[src/nbv_pkg.sv]
package nbv_pkg;

  localparam int COUNT_W      = 12;
  localparam int PART_FIELD_W = 4;
  localparam int HOME_CODES   = 2 ** PART_FIELD_W;

  localparam logic [COUNT_W-1:0] COUNT_MAX = {COUNT_W{1'b1}};

  typedef struct packed {
    logic                    adjacent;
    logic [PART_FIELD_W-1:0] neighbor_part;
    logic                    row_last;
  } in_item_t;

  typedef struct packed {
    logic [PART_FIELD_W-1:0] dest_part;
    logic [COUNT_W-1:0]      proposal_num;
  } out_item_t;

  typedef struct packed {
    logic inc;
    logic clr_all;
  } bin_ctl_t;

  typedef enum logic [2:0] {
    ST_IDLE,
    ST_DRAIN,
    ST_SWEEP,
    ST_LAST,
    ST_PICK,
    ST_PROP
  } vote_state_e;

endpackage

[src/nbv_bin_store.sv]
module nbv_bin_store #(
  parameter int NUM_PARTS = 16
) (
  input  logic                         clk_i,
  input  logic                         rst_ni,
  input  nbv_pkg::bin_ctl_t            ctl_i,
  input  logic [$clog2(NUM_PARTS)-1:0] addr_i,
  output logic [nbv_pkg::COUNT_W-1:0]  rd_o
);
  localparam int PART_W = $clog2(NUM_PARTS);

  logic [nbv_pkg::COUNT_W-1:0] mem_q [NUM_PARTS];
  logic [NUM_PARTS-1:0]        vld_q;

  logic [nbv_pkg::COUNT_W-1:0] rd_q;
  logic                        rvld_q;
  logic                        s_v_q;
  logic [PART_W-1:0]           s_a_q;
  logic                        w_v_q;
  logic [PART_W-1:0]           w_a_q;
  logic [nbv_pkg::COUNT_W-1:0] w_d_q;

  logic [nbv_pkg::COUNT_W-1:0] rd_val;
  logic [nbv_pkg::COUNT_W-1:0] cur_val;
  logic [nbv_pkg::COUNT_W-1:0] inc_val;

  assign rd_val = rvld_q ? rd_q : '0;
  // last write-back hit the entry this read missed
  assign cur_val = (w_v_q && (w_a_q == s_a_q)) ? w_d_q : rd_val;
  assign inc_val = (cur_val == nbv_pkg::COUNT_MAX) ? cur_val
                                                   : cur_val + nbv_pkg::COUNT_W'(1);
  assign rd_o = rd_val;

  always_ff @(posedge clk_i) begin
    rd_q <= mem_q[addr_i];
    if (s_v_q) begin
      mem_q[s_a_q] <= inc_val;
    end
    s_a_q <= addr_i;
    w_a_q <= s_a_q;
    w_d_q <= inc_val;
  end

  always_ff @(posedge clk_i or negedge rst_ni) begin
    if (!rst_ni) begin
      vld_q  <= '0;
      rvld_q <= 1'b0;
      s_v_q  <= 1'b0;
      w_v_q  <= 1'b0;
    end else begin
      rvld_q <= vld_q[addr_i];
      s_v_q  <= ctl_i.inc;
      w_v_q  <= s_v_q;
      if (ctl_i.clr_all) begin
        vld_q <= '0;
      end else if (s_v_q) begin
        vld_q[s_a_q] <= 1'b1;
      end
    end
  end

`ifndef SYNTHESIS
  a_no_clr_during_wb: assert property (@(posedge clk_i) disable iff (!rst_ni)
    !(s_v_q && ctl_i.clr_all))
    else $error("bin clear collides with pending write-back");
`endif

endmodule

[config.mk]
export PLATFORM = sky130hd
export DESIGN_NAME = nbv_bin_store
export DESIGN_NICKNAME = d
export VERILOG_FILES = /design/src/nbv_pkg.sv /design/src/nbv_bin_store.sv
export SDC_FILE = /design/constraint.sdc
export NUM_CORES = 1
export LEC_CHECK = 0
export ABC_AREA = 1
export BUFFER_PORTS_ARGS = -buffer_cell sky130_fd_sc_hd__buf_2
export CAP_MARGIN = 0
export CORE_ASPECT_RATIO = 1.25
export CORE_UTILIZATION = 55
export CTS_BUF_LIST = sky130_fd_sc_hd__clkbuf_16
export DETAILED_ROUTE_END_ITERATION = 7
export PLACE_DENSITY = 0.72
export SLEW_MARGIN = 20
export SYNTH_ARGS = -nofsm -noshare
export SYNTH_HDL_FRONTEND = slang
export SYNTH_SLANG_ARGS = --single-unit
[constraint.sdc]
create_clock -name clk_i -period 4.2 [get_ports clk_i]
set_input_delay 0 -clock clk_i [delete_from_list [all_inputs] [get_ports clk_i]]
set_output_delay 0 -clock clk_i [all_outputs]
set_load 0.005 [all_outputs]
Word level (Yosys, flattened, before mapping)
Memories as Yosys holds them, arrays and structs flattened. A register that Yosys moved wholly into a read port is not among the register bits.
Cells that the tools add are included.
{"block": "classes", "n_addsub": 1, "magnitude_cmp": 3, "n_eq_ne": 2, "n_mux": 11, "n_bitwise": 1, "n_reduce_logical": 3}
{"op": "12-bit 2-to-1 mux", "count": 3}
{"op": "16-bit 2-to-1 mux", "count": 2}
{"op": "16-bit bitwise OR", "count": 1}
{"op": "12-bit by 1-bit adder with 12-bit output (second input constant)", "count": 1}
{"op": "12-bit == test (second input constant)", "count": 1}
{"op": "4-bit by 5-bit < comparator with 1-bit output (second input constant)", "count": 2}
{"op": "1-bit binary-select mux with 4-bit select", "count": 1}
{"op": "1-bit demux with 4-bit select", "count": 1}
{"op": "4-bit == test", "count": 1}
{"op": "4-bit by 1-bit greater-or-equal comparator with 1-bit output (second input constant)", "count": 1}
{"op": "1-bit 2-to-1 mux", "count": 4}
{"op": "1-bit logical AND", "count": 2}
{"op": "2-bit nonzero test", "count": 1}
{"block": "word_totals", "regBits": 39, "ram_bits": 192, "out_inout_bits": 12, "n_memories": 1}
{"name": "mem_q", "words": 16, "width": 12, "read_ports": 1, "rd_clocked_by_memory_dff": 1, "write_ports": 1, "line": "nbv_bin_store.sv:12", "source": "logic [nbv_pkg::COUNT_W-1:0] mem_q [NUM_PARTS];"}

Depth between registers and ports, before layout
Gate-level depths: netlist (run 1).
{"block": "logic_depth", "word_depth": 7, "ltp_mapped": 14}

Worst setup path before layout (run 1)
Ideal clock, no wire load.
{"block": "synth_path", "path_type": "register -> register", "from": "register s_a_q[3]", "to": "memory mem_q[0][11] (netlist name) (data pin)", "arrival_ns": 1.907, "path_slack_ns": 2.001, "stages_incl_launch_ff": 12, "n_path_buf": 1, "period_less_slack_ns": 2.199, "path_cell_list": "dfxtp_1 > inv_2 > nand2_1 > nand2_2 > nor2_8 > nand3_4 > buf_6 > o21ai_2 > nand2_1 > nor2_1 > nand3_1 > o21bai_1"}
{"block": "synth_between", "elab_chain_cells": 5, "word_cells_on_any_way": 6, "cone_classes": "1 x add/sub; 2 x eq/ne; 2 x mux; 1 x reduce/logical"}
{"element": "start, declared", "line": "nbv_bin_store.sv:18", "source": "logic [PART_W-1:0] s_a_q;"}
{"element": "start signal, assigned", "line": "nbv_bin_store.sv:39", "source": "s_a_q <= addr_i;"}
{"element": "4-bit == test *", "line": "nbv_bin_store.sv:29", "source": "assign cur_val = (w_v_q && (w_a_q == s_a_q)) ? w_d_q : rd_val;"}
{"element": "1-bit logical AND *", "line": "nbv_bin_store.sv:29"}
{"element": "12-bit 2-to-1 mux *", "line": "nbv_bin_store.sv:29"}
{"element": "12-bit by 1-bit adder with 12-bit output / 12-bit == test (equally long branches)", "line": "nbv_bin_store.sv:31, nbv_bin_store.sv:30"}
{"element": "12-bit 2-to-1 mux *", "line": "nbv_bin_store.sv:30", "source": "assign inc_val = (cur_val == nbv_pkg::COUNT_MAX) ? cur_val"}
{"element": "named net inc_val, one bit", "line": "nbv_bin_store.sv:25", "source": "logic [nbv_pkg::COUNT_W-1:0] inc_val;"}
{"element": "end, declared", "line": "nbv_bin_store.sv:12"}
Mark *: on every way through the listed nets, which the timed path passes. The rest lies on a longest branch.

Final worst setup path (run 1)
{"block": "layout_path", "from": "register s_a_q[0]", "to": "memory mem_q[0][11] (netlist name) (data pin)"}
The elaborated chain is that of the path after synthesis.

==> flow_summary.json, run 1 <==
{
  "fin_crit_sh_pct": 66.21,
  "vdd_drop_max_uv": 263.5,
  "wl_um": 22020,
  "hp-class": "input port to async pin",
  "critPathCaptureType": "flop",
  "clock_path_buffers": 3,
  "hold_viol_final": 0,
  "syn_avg_cell_area_sq_um": 12.40,
  "areaGrowthSynthToFinish_pct": 10.32,
  "maxSlewHeadroom_pct": 24.06,
  "post_drt_via_cell_ratio": 5.849,
  "status": "completed",
  "layout-drive-gt1-share_pct": 10.67,
  "crit_path_start_kind": "flop",
  "drc_errors": 0,
  "cts_resized": 0,
  "first_pass_iters": 5,
  "critical_path_arrival_ns": 2.96,
  "fillers": 1330,
  "grt_max_degree": 98,
  "clkSinkCount": 243,
  "initial_core_util_pct": 56.13,
  "grt_pass1_vias": 5969,
  "tns_ns": 0,
  "timing.rr.end": "mem_q[0][11]",
  "synth_seq_cells": 243,
  "track_usage_pct": 24.52,
  "gp_congestion": 0.9396,
  "cap_violations": 0,
  "worstSkewPairLatency_ns": 0.51,
  "cts-root-buf": "clkbuf_16",
  "worst_slew_pin_slew_ns": 1.138,
  "synth_nets": 800,
  "die_x_um": 121.5,
  "vias": 6136,
  "rows": 54,
  "fin_skew_ns": 0.01163,
  "drtIter0Drc": 687,
  "yosys_warnings": 0,
  "rsz0062_at_grt": "no",
  "htree_levels": 1,
  "worst_r2r_path_depth": 10,
  "antenna_found_initial": 0,
  "die-area_sq_um": 18400,
  "coreArea_sq_um": 17500,
  "clk_pin_slew_ns": 0.06,
  "syn_inst": 792,
  "required_ns": 4.38,
  "cts_tree": "yes",
  "timing.fmax_mhz": 359.6,
  "ys_types": 30,
  "period_needed_ns": 2.781,
  "reg2reg_slack_ns": 1.42,
  "layout.nets": 816,
  "io_buffer_count": 19,
  "crit_type": "flop to flop",
  "p_leak_nw": 4.181,
  "dp_hpwl_um": 12750,
  "fin_cells": 1049,
  "yosysSeqAreaShare_pct": 70.05,
  "grt_overflow": 0,
  "grt_pass1_wl_um": 32800,
  "r2r_start": "s_a_q[0]",
  "syn_area_sq_um": 9823,
  "cts_made_buffers": 23,
  "ios": 20,
  "diodes": 0,
  "setup_viol": 0,
  "drv_slew": 0,
  "wl_per_cell_um": 20.99,
  "p_per_area_nw_per_um2": 449.1,
  "ant_nets": 0,
  "power_mw": 4.867,
  "dieHeight_um": 151.4,
  "path_max_fanout": 17,
  "dp.cells": 1001
}
==> critical path, stage by stage (launching register included) <==
cell and delay [ns]:
dfxtp_1 0.44, nand2_1 0.10, nand2_2 0.12, nor2_8 0.06, nand3_4 0.19, nand2_1 0.10
nand2_2 0.14, nand2_1 0.17, nor2_4 0.25, nand3_1 0.13, o21bai_1 0.75
==> worst max-delay path by stage <==
stage / cells after the start / start / endpoint
floorplan: 11 / s_a_q[3] / mem_q[0][11]
global placement: 10 / s_a_q[0] / mem_q[2][11]
detailed placement: 10 / s_a_q[0] / mem_q[1][11]
CTS: 10 / s_a_q[0] / mem_q[8][11]
global route: 10 / s_a_q[0] / mem_q[13][11]
finish: 10 / s_a_q[0] / mem_q[0][11]
==> registers in the layout (all words and copies together), names as in the netlist <==
signal  flops
mem_q     192
s_a_q       4
vld_q      16
w_v_q       1
rd_q       12
w_a_q       4
w_d_q      12
rvld_q      1
s_v_q       1
==> repair_timing <==
item,4_1_cts,5_1_grt
endpoints found under the hold margin,41,1
hold buffers,4,1
setup buffers,0,0
==> layout make-up <==
| class | instances | area [sq um] | share of cell area, % |
|---|---|---|---|
| inverter | 91 | 341.6 | 3.152 |
| tap | 224 | 280.3 | 2.586 |
| clock inverter | 19 | 80.08 | 0.7389 |
| clock buffer | 23 | 575.6 | 5.311 |
| sequential | 243 | 6882 | 63.50 |
| multi-input combinational | 420 | 2480 | 22.88 |
| timing repair buffer | 29 | 197.7 | 1.824 |
==> layer usage <==
metal / GRT usage [%] / vias to the layer above / part of all wire (%)
li1: - / 2858 / -
met4: 9.568 / 0 / 2.6
met2: 42.84 / 257 / 50
met5: 0 / - / 0
met1: 30.21 / 2980 / 40
met3: 4.255 / 41 / 6.7
==> kinds of logic (layout without fill, tap and decap cells) <==
| kind of cell | Yosys count | count (layout) | share of synthesized area, % |
|---|---|---|---|
| buffers and inverters | 129 | 162 | 5.108 |
| AND/OR/NAND/NOR | 195 | 195 | 9.234 |
| flip-flops | 243 | 243 | 70.05 |
| AO/OA/AOI/OAI | 173 | 173 | 10.30 |
| multiplexers | 52 | 52 | 5.299 |
==> Yosys cell counts <==
| library cell | n | area share (%) |
|---|---|---|
| o21ai_0 | 65 | 3.3 |
| o21ba_2 | 1 | 0.10 |
| buf_6 | 1 | 0.11 |
| o21bai_1 | 1 | 0.076 |
| dfrtp_1 | 19 | 4.8 |
| inv_2 | 4 | 0.15 |
| nand2_4 | 1 | 0.11 |
| nand2_2 | 4 | 0.25 |
| o21ai_2 | 2 | 0.18 |
| nand4_1 | 14 | 0.89 |
| a21oi_1 | 53 | 2.7 |
| buf_2 | 8 | 0.41 |
| nor2_8 | 2 | 0.41 |
| nand3_1 | 33 | 1.7 |
| buf_1 | 7 | 0.27 |
| mux2i_1 | 52 | 5.3 |
| nor2_4 | 1 | 0.11 |
| a21oi_2 | 1 | 0.089 |
| nand3b_1 | 1 | 0.076 |
| clkbuf_1 | 22 | 0.84 |
| nor2_1 | 54 | 2.1 |
| nor3_1 | 2 | 0.10 |
| nor2_2 | 3 | 0.19 |
| dfxtp_1 | 32 | 6.5 |
| edfxtp_1 | 192 | 59 |
| nand3_4 | 2 | 0.36 |
| nand2_1 | 78 | 3.0 |
| o221ai_1 | 2 | 0.18 |
| inv_1 | 87 | 3.3 |
| o211ai_1 | 48 | 3.7 |
==> through the flow <==
stage	cell area (sq um)	utilization (%)	hold WS [ns]	setup WS (ns)
after global placement	10110	57.78	-0.002522	1.608
after detailed placement	10110	57.78	0.0006806	1.441
final	10840	61.93	0.007498	1.419
after floorplan	9823	-	-0.2956	2.001
after global routing	10840	61.93	0.03030	1.186
after CTS	10810	61.75	0.01092	1.418
==> cell usage in the layout, fill, tap and decap left out <==
master         count
nand4_1           14
inv_6              1
inv_1             96
o21ai_0           65
o221ai_1           2
nor2_2            19
nor2_1            38
nand2_1           78
nand2_4            1
dfxtp_1           32
nand3_1           33
o211ai_1          48
inv_2              4
o21bai_1           1
nand2_2            4
o21ai_2            2
nor3_1             2
edfxtp_1         192
a21oi_2            1
a21oi_1           53
dlygate4sd3_1      5
dfrtp_1           19
buf_2             18
nand3_4            2
nor2_4             1
buf_12             1
buf_4              5
nand3b_1           1
clkinv_2           3
mux2i_1           52
clkbuf_16         23
nor2_8             2
clkinv_1           6
o21ba_2            1
==> report_power, final <==
part,leakage (nW),switching [mW],internal [mW]
combinational,1.53,0.251,0.0919
clock,0.361,0.818,0.990
sequential,2.29,0.0244,2.69
No activity file was read; power rests on OpenSTA's default activity.
==> run 2: changes to the inputs <==
--- a/config.mk
+++ b/config.mk
@@ -5,7 +5,7 @@
 export SDC_FILE = /design/constraint.sdc
 export NUM_CORES = 1
 export LEC_CHECK = 0
-export ABC_AREA = 1
+export ABC_AREA = 0
 export BUFFER_PORTS_ARGS = -buffer_cell sky130_fd_sc_hd__buf_2
 export CAP_MARGIN = 0
 export CORE_ASPECT_RATIO = 1.25
==> constraint.sdc (replaced) <==
create_clock -name clk_i -period 2.77 [get_ports clk_i]
set_input_delay 0 -clock clk_i [delete_from_list [all_inputs] [get_ports clk_i]]
set_output_delay 0 -clock clk_i [all_outputs]
set_load 0.005 [all_outputs]
==> run 2 against run 1 <==
Net effect: die area shrank 3.7%; hold slack gained 0.16 ns; sequential cell count is the same; utilization grew 3.8 points; sequential power grew 48%.
==> flow_summary.json, run 2 <==
{
  "drtIter0Drc": 559,
  "crit_path_start_kind": "flop",
  "worst_slew_pin_slew_ns": 0.9326,
  "diodes": 0,
  "track_usage_pct": 24.40,
  "async_flop_share_pct": 7.819,
  "critical_path_arrival_ns": 2.76,
  "period_needed_ns": 2.569,
  "io_buffer_count": 19,
  "grt_pass1_wl_um": 31110,
  "fin_skew_ns": 0.007681,
  "wl_um": 20610,
  "vdd_drop_max_uv": 375.8,
  "cts-root-buf": "clkbuf_16",
  "critical_path.startpoint": "rvld_q",
  "reg_top3": "mem_q (192), vld_q (16)",
  "clkSinkCount": 243,
  "post-cts-setup-buffers": 0,
  "layout_commonest_cell": "edfxtp_1",
  "dp.cells": 761,
  "synth_commonest_cells": "192 x edfxtp_1, 65 x mux4_2, 50 x nor2_1, 32 x dfxtp_1, 19 x dfrtp_1",
  "coreArea_sq_um": 16840,
  "first_pass_iters": 4,
  "required_ns": 2.96,
  "ys_types": 45,
  "ios": 20,
  "ant_nets": 0,
  "ys.flop_type": "edfxtp_1",
  "fin_crit_sh_pct": 92.73,
  "fillers": 1116,
  "die_x_um": 119.3,
  "setup_viol": 0,
  "layout_common_cells": "192 x edfxtp_1, 65 x mux4_2, 50 x nor2_1",
  "p_switching_mw": 1.540,
  "rsz0062_at_grt": "no",
  "wl_per_cell_um": 25.44,
  "crit_type": "flop to flop",
  "syn_area_sq_um": 9453,
  "syn_avg_cell_area_sq_um": 18.98,
  "yosysSeqAreaShare_pct": 72.80,
  "gp_congestion": 0.9384,
  "largest-register": "mem_q",
  "htree_levels": 1,
  "synthTopCellsByArea": "edfxtp_1 61%, mux4_2 15%, dfxtp_1 6.8%",
  "yosysMostFrequentCell": "edfxtp_1",
  "yosys_warnings": 0,
  "power_frac_comb_pct": 4.7,
  "p_per_area_nw_per_um2": 700.5,
  "hold_start": "ctl_i[1]",
  "maxSlewHeadroom_pct": 37.60,
  "hp-class": "input port to flop",
  "synth-edff-count": 192,
  "die-area_sq_um": 17720,
  "p_leak_nw": 3.869,
  "dieHeight_um": 148.6,
  "swShare_pct": 19.85,
  "clkPwrFrac_pct": 43.3,
  "synth_top_area_share_pct": 60.99,
  "synth_nets": 506,
  "timing.fmax_mhz": 389.3,
  "path_max_fanout": 17,
  "antenna_found_initial": 0,
  "status": "completed",
  "rows": 53,
  "fin_cells": 810,
  "cts_made_buffers": 23,
  "synth_seq_cells": 243,
  "grt_pass1_vias": 5197,
  "power_mw": 7.759,
  "cts_tree": "yes",
  "yosys.area.top_type": "edfxtp_1",
  "critPathCaptureType": "flop",
  "grt_overflow": 0,
  "post_drt_via_cell_ratio": 6.198,
  "r2r_start": "rvld_q",
  "largest_register_ffs": 192,
  "cap_violations": 0,
  "dp_hpwl_um": 13180,
  "syn_inst": 498,
  "clock_path_buffers": 3,
  "grt_max_degree": 54,
  "areaGrowthSynthToFinish_pct": 17.17,
  "vias": 5020,
  "drc_errors": 0,
  "initial_core_util_pct": 56.12,
  "layout.nets": 582,
  "worstSkewPairLatency_ns": 0.50,
  "power.internal_mw": 6.219,
  "clk_pin_slew_ns": 0.07,
  "drv_slew": 0,
  "hold_viol_final": 0,
  "p_seq_share_pct": 51.9,
  "layout-drive-gt1-share_pct": 31.86
}
## run 2: cell count changes in the layout (fill, tap and decap cells not counted), moves of 41 or more
| cell | delta |
|---|---|
| o21ai_0 | -64 |
| mux2i_1 | -49 |
| buf_4 | +41 |
| inv_1 | -86 |
| nand2_1 | -68 |
| a21oi_1 | -47 |
| o211ai_1 | -43 |
| mux4_2 | +65 |
## run 2: repair_timing
action                                 4_1_cts  5_1_grt
setup endpoints to repair                   32       32
endpoints found under the hold margin       40        0
cloned                                       0        0
resized for setup                            2        3
hold buffers                                 8        0
## run 2: routing by layer
layer / routed length, um / share of wire [%] / track usage [%] / up-vias
met3: 1337 / 6.5 / 3.719 / 55
met4: 784 / 3.8 / 10.63 / 0
met2: 10740 / 52 / 42.01 / 200
li1: - / - / - / 2142
met1: 7743 / 38 / 30.92 / 2623
met5: 0 / 0 / 0 / -
## run 2: path summary, 6_finish.rpt
kind	to	slack, ns	cells after the start
worst min-delay path	s_v_q	0.17	2
max in group asynchronous	vld_q[15]	1.48	3
worst min register to register	w_a_q[3]	0.42	0
worst max register to register	mem_q[12][9]	0.20	6
min in group asynchronous	s_v_q	0.74	3
worst max-delay path	mem_q[12][9]	0.20	6
## run 2: kinds of logic after synthesis
family          after synthesis  share of synthesized area [%]
xor+xnor                     13                          1.363
buf+inv                      31                          1.602
compound gates               31                          2.422
mux                          72                          16.24
flops                       243                          72.80
simple gates                108                          5.573
## run 2: power by group through the flow
stage	Sequential [mW]	Combinational (mW)	Clock [mW]
after floorplan	4.09	0.241	0
after CTS	4.03	0.369	3.41
final	4.03	0.368	3.36
after detailed placement	4.11	0.358	0
after global placement	4.10	0.349	0
after global routing	4.03	0.393	3.55
## run 2: metrics by stage
step	cell area (sq um)	util (%)	hold WS (ns)	setup WS, ns	setup TNS (ns)
finish	11080	65.76	0.1722	0.2013	0
global route	11080	65.76	0.1719	0.01478	0
CTS	11050	65.62	0.1624	0.1533	0
detailed placement	10140	60.19	-0.03116	-0.02341	-0.7330
global placement	10130	60.17	-0.04880	0.06877	0
floorplan	9453	-	-0.2956	0.4462	0
## run 2: layout make-up
type                       instances  area [sq um]  area share (%)
sequential                       243          6882           62.13
multi-input combinational        224          2474           22.33
clock buffer                      26         650.6           5.874
timing repair buffer              76         595.6           5.377
tap                              220         275.3           2.485
clock inverter                    15         176.4           1.593
inverter                           6         22.52          0.2033
## run 2: worst max-delay path: stages, from the launching register on
cell and delay [ns]:
dfrtp_1 0.42, nand2_1 0.13, nor3_1 0.35, o211ai_1 0.22, a221oi_1 0.39, xnor2_1 0.14, mux2i_2 0.61
==> run 3: changes to the inputs <==
==> constraint.sdc (replaced) <==
create_clock -name clk_i -period 3.04 [get_ports clk_i]
set_input_delay 0 -clock clk_i [delete_from_list [all_inputs] [get_ports clk_i]]
set_output_delay 0 -clock clk_i [all_outputs]
set_load 0.005 [all_outputs]
==> run 3 against run 2 <==
Net effect: combinational power down 14%; sequential cell count unchanged; clock-buffer cell count down 3; maximum frequency down 7.3%; hold slack worse by 0.030 ns; design area down 2.5%; critical path type unchanged; largest power group unchanged.
==> flow_summary.json, run 3 (synthesized netlist as in run 2, its figures left out) <==
{
  "final_area_sq_um": 10790,
  "path_cells": "xnor2_2 -> and3_1 -> nand4_1 -> a2111oi_1 -> xnor2_1 -> o211ai_2",
  "min_path_cells": 2,
  "setup_viol": 0,
  "dp_hpwl_um": 12860,
  "dieHeight_um": 148.6,
  "critical_path_arrival_ns": 2.98,
  "crit_type": "flop to flop",
  "fin_skew_ns": 0.01196,
  "largest_register_ffs": 192,
  "rows": 53,
  "largest-register": "mem_q",
  "rsz0062_at_grt": "no",
  "cts_made_buffers": 23,
  "multiInputGateArea_sq_um": 2444,
  "tns_ns": 0,
  "wl_per_cell_um": 25.22,
  "drtIter0Drc": 424,
  "layout.nets": 566,
  "hold_start": "ctl_i[1]",
  "timing.rr.end": "mem_q[13][3]",
  "die_x_um": 119.3,
  "critPathCaptureType": "flop",
  "period_needed_ns": 2.770,
  "p_leak_nw": 3.747,
  "holdPathEnd": "s_v_q",
  "layout-drive-gt1-share_pct": 28.75,
  "required_ns": 3.25,
  "die-area_sq_um": 17720,
  "fin_crit_sh_pct": 91.13,
  "status": "completed",
  "gp_congestion": 0.8763,
  "crit_path_top_delay_cell": "dfxtp_1",
  "crit_path_start_kind": "flop",
  "grt_max_degree": 54,
  "maxSlewHeadroom_pct": 38.38,
  "dpl_cell_area_sq_um": 9977,
  "io_buffer_count": 19,
  "worstSkewPairLatency_ns": 0.50,
  "drc_errors": 0,
  "seq_area_sq_um": 6882,
  "grt_overflow": 0,
  "track_usage_pct": 23.89,
  "coreArea_sq_um": 16840,
  "hp-class": "input port to flop",
  "antenna_found_initial": 0,
  "vias": 4847,
  "clock_path_buffers": 3,
  "hold_viol_final": 0,
  "htree_levels": 1,
  "reg2reg_slack_ns": 0.27,
  "p_per_area_nw_per_um2": 626.5,
  "cts_tree": "yes",
  "wl_um": 20030,
  "diodes": 0,
  "cts-root-buf": "clkbuf_16",
  "grt_pass1_wl_um": 30280,
  "timing.fmax_mhz": 361.0,
  "worst_r2r_path_depth": 6,
  "layout_commonest_cell": "edfxtp_1",
  "slowest_delay_ns": 0.56,
  "initial_core_util_pct": 56.12,
  "drv_slew": 0,
  "fin_ws_ns": 0.2696,
  "grt_pass1_vias": 5083,
  "clkSinkCount": 243,
  "layout_common_cells": "192 x edfxtp_1, 65 x mux4_2, 50 x nor2_1",
  "ant_nets": 0,
  "cts_resized": 0,
  "first_pass_iters": 5,
  "cap_violations": 0,
  "pre_cts_ws_ns": 0.1351,
  "fin_hold_ws_ns": 0.1427,
  "post_drt_via_cell_ratio": 6.105,
  "areaGrowthSynthToFinish_pct": 14.19,
  "ios": 20,
  "fillers": 1160,
  "worst_slew_pin_slew_ns": 0.9213,
  "reg_top3": "mem_q (192), vld_q (16)",
  "vdd_drop_max_uv": 388.1,
  "clk_pin_slew_ns": 0.07,
  "path_max_fanout": 17,
  "r2r_start": "s_a_q[0]"
}
## run 3: cell count changes in the layout (fill, tap and decap cells not counted), moves of 2 or more
cell,change
clkinvlp_4,-2
mux2i_1,+2
clkinv_1,+4
clkinv_2,+2
buf_12,-3
clkbuf_16,-3
buf_4,-13
## run 3: worst max-delay path by stage
stage / from / end / cells after the start
5_1_grt: s_a_q[0] / mem_q[13][3] / 6
4_1_cts: s_a_q[0] / mem_q[15][10] / 6
3_5_place_dp: s_a_q[0] / mem_q[11][10] / 6
6_report: s_a_q[0] / mem_q[13][3] / 6
3_3_place_gp: s_a_q[0] / mem_q[10][10] / 6
2_1_floorplan: s_a_q[0] / mem_q[0][5] / 6
## run 3: final cells by class
cell class	count	area share, %
multi-input combinational	224	22.64
timing repair buffer	60	4.057
tap	220	2.550
inverter	6	0.2086
clock inverter	18	1.461
clock buffer	23	5.332
sequential	243	63.75
## run 3: layer usage
metal	routed length [um]	vias to the layer above	track usage (%)
met3	1071	47	3.183
li1	-	2112	-
met4	772	0	9.873
met5	0	-	0
met2	10470	171	42.24
met1	7712	2517	29.77
## run 3: critical path: cells and delay by family (launching register included)
family	cells	cell delay (ns)
AOI/OAI and AO/OA	2	1.01
DFF	1	0.56
xor gates and xnor gates	2	0.33
and+or+nand+nor	2	0.58
## run 3: through the flow
stage | util, % | power, mW | instances
finish | 64.08 | 6.762 | 794
global route | 64.08 | 6.944 | 794
CTS | 64.06 | 6.808 | 794
detailed placement | 59.23 | 4.054 | 745
global placement | 59.23 | 4.044 | 745
floorplan | - | 3.945 | 498
## run 3: repair_timing
action,CTS,global route
endpoints found under the hold margin,40,0
hold buffers,8,0
setup buffers,0,0
## run 3: power by group
part           switching, mW  internal (mW)  leakage [nW]
combinational          0.170          0.145          1.07
clock                   1.15           1.63         0.373
sequential            0.0379           3.64          2.31
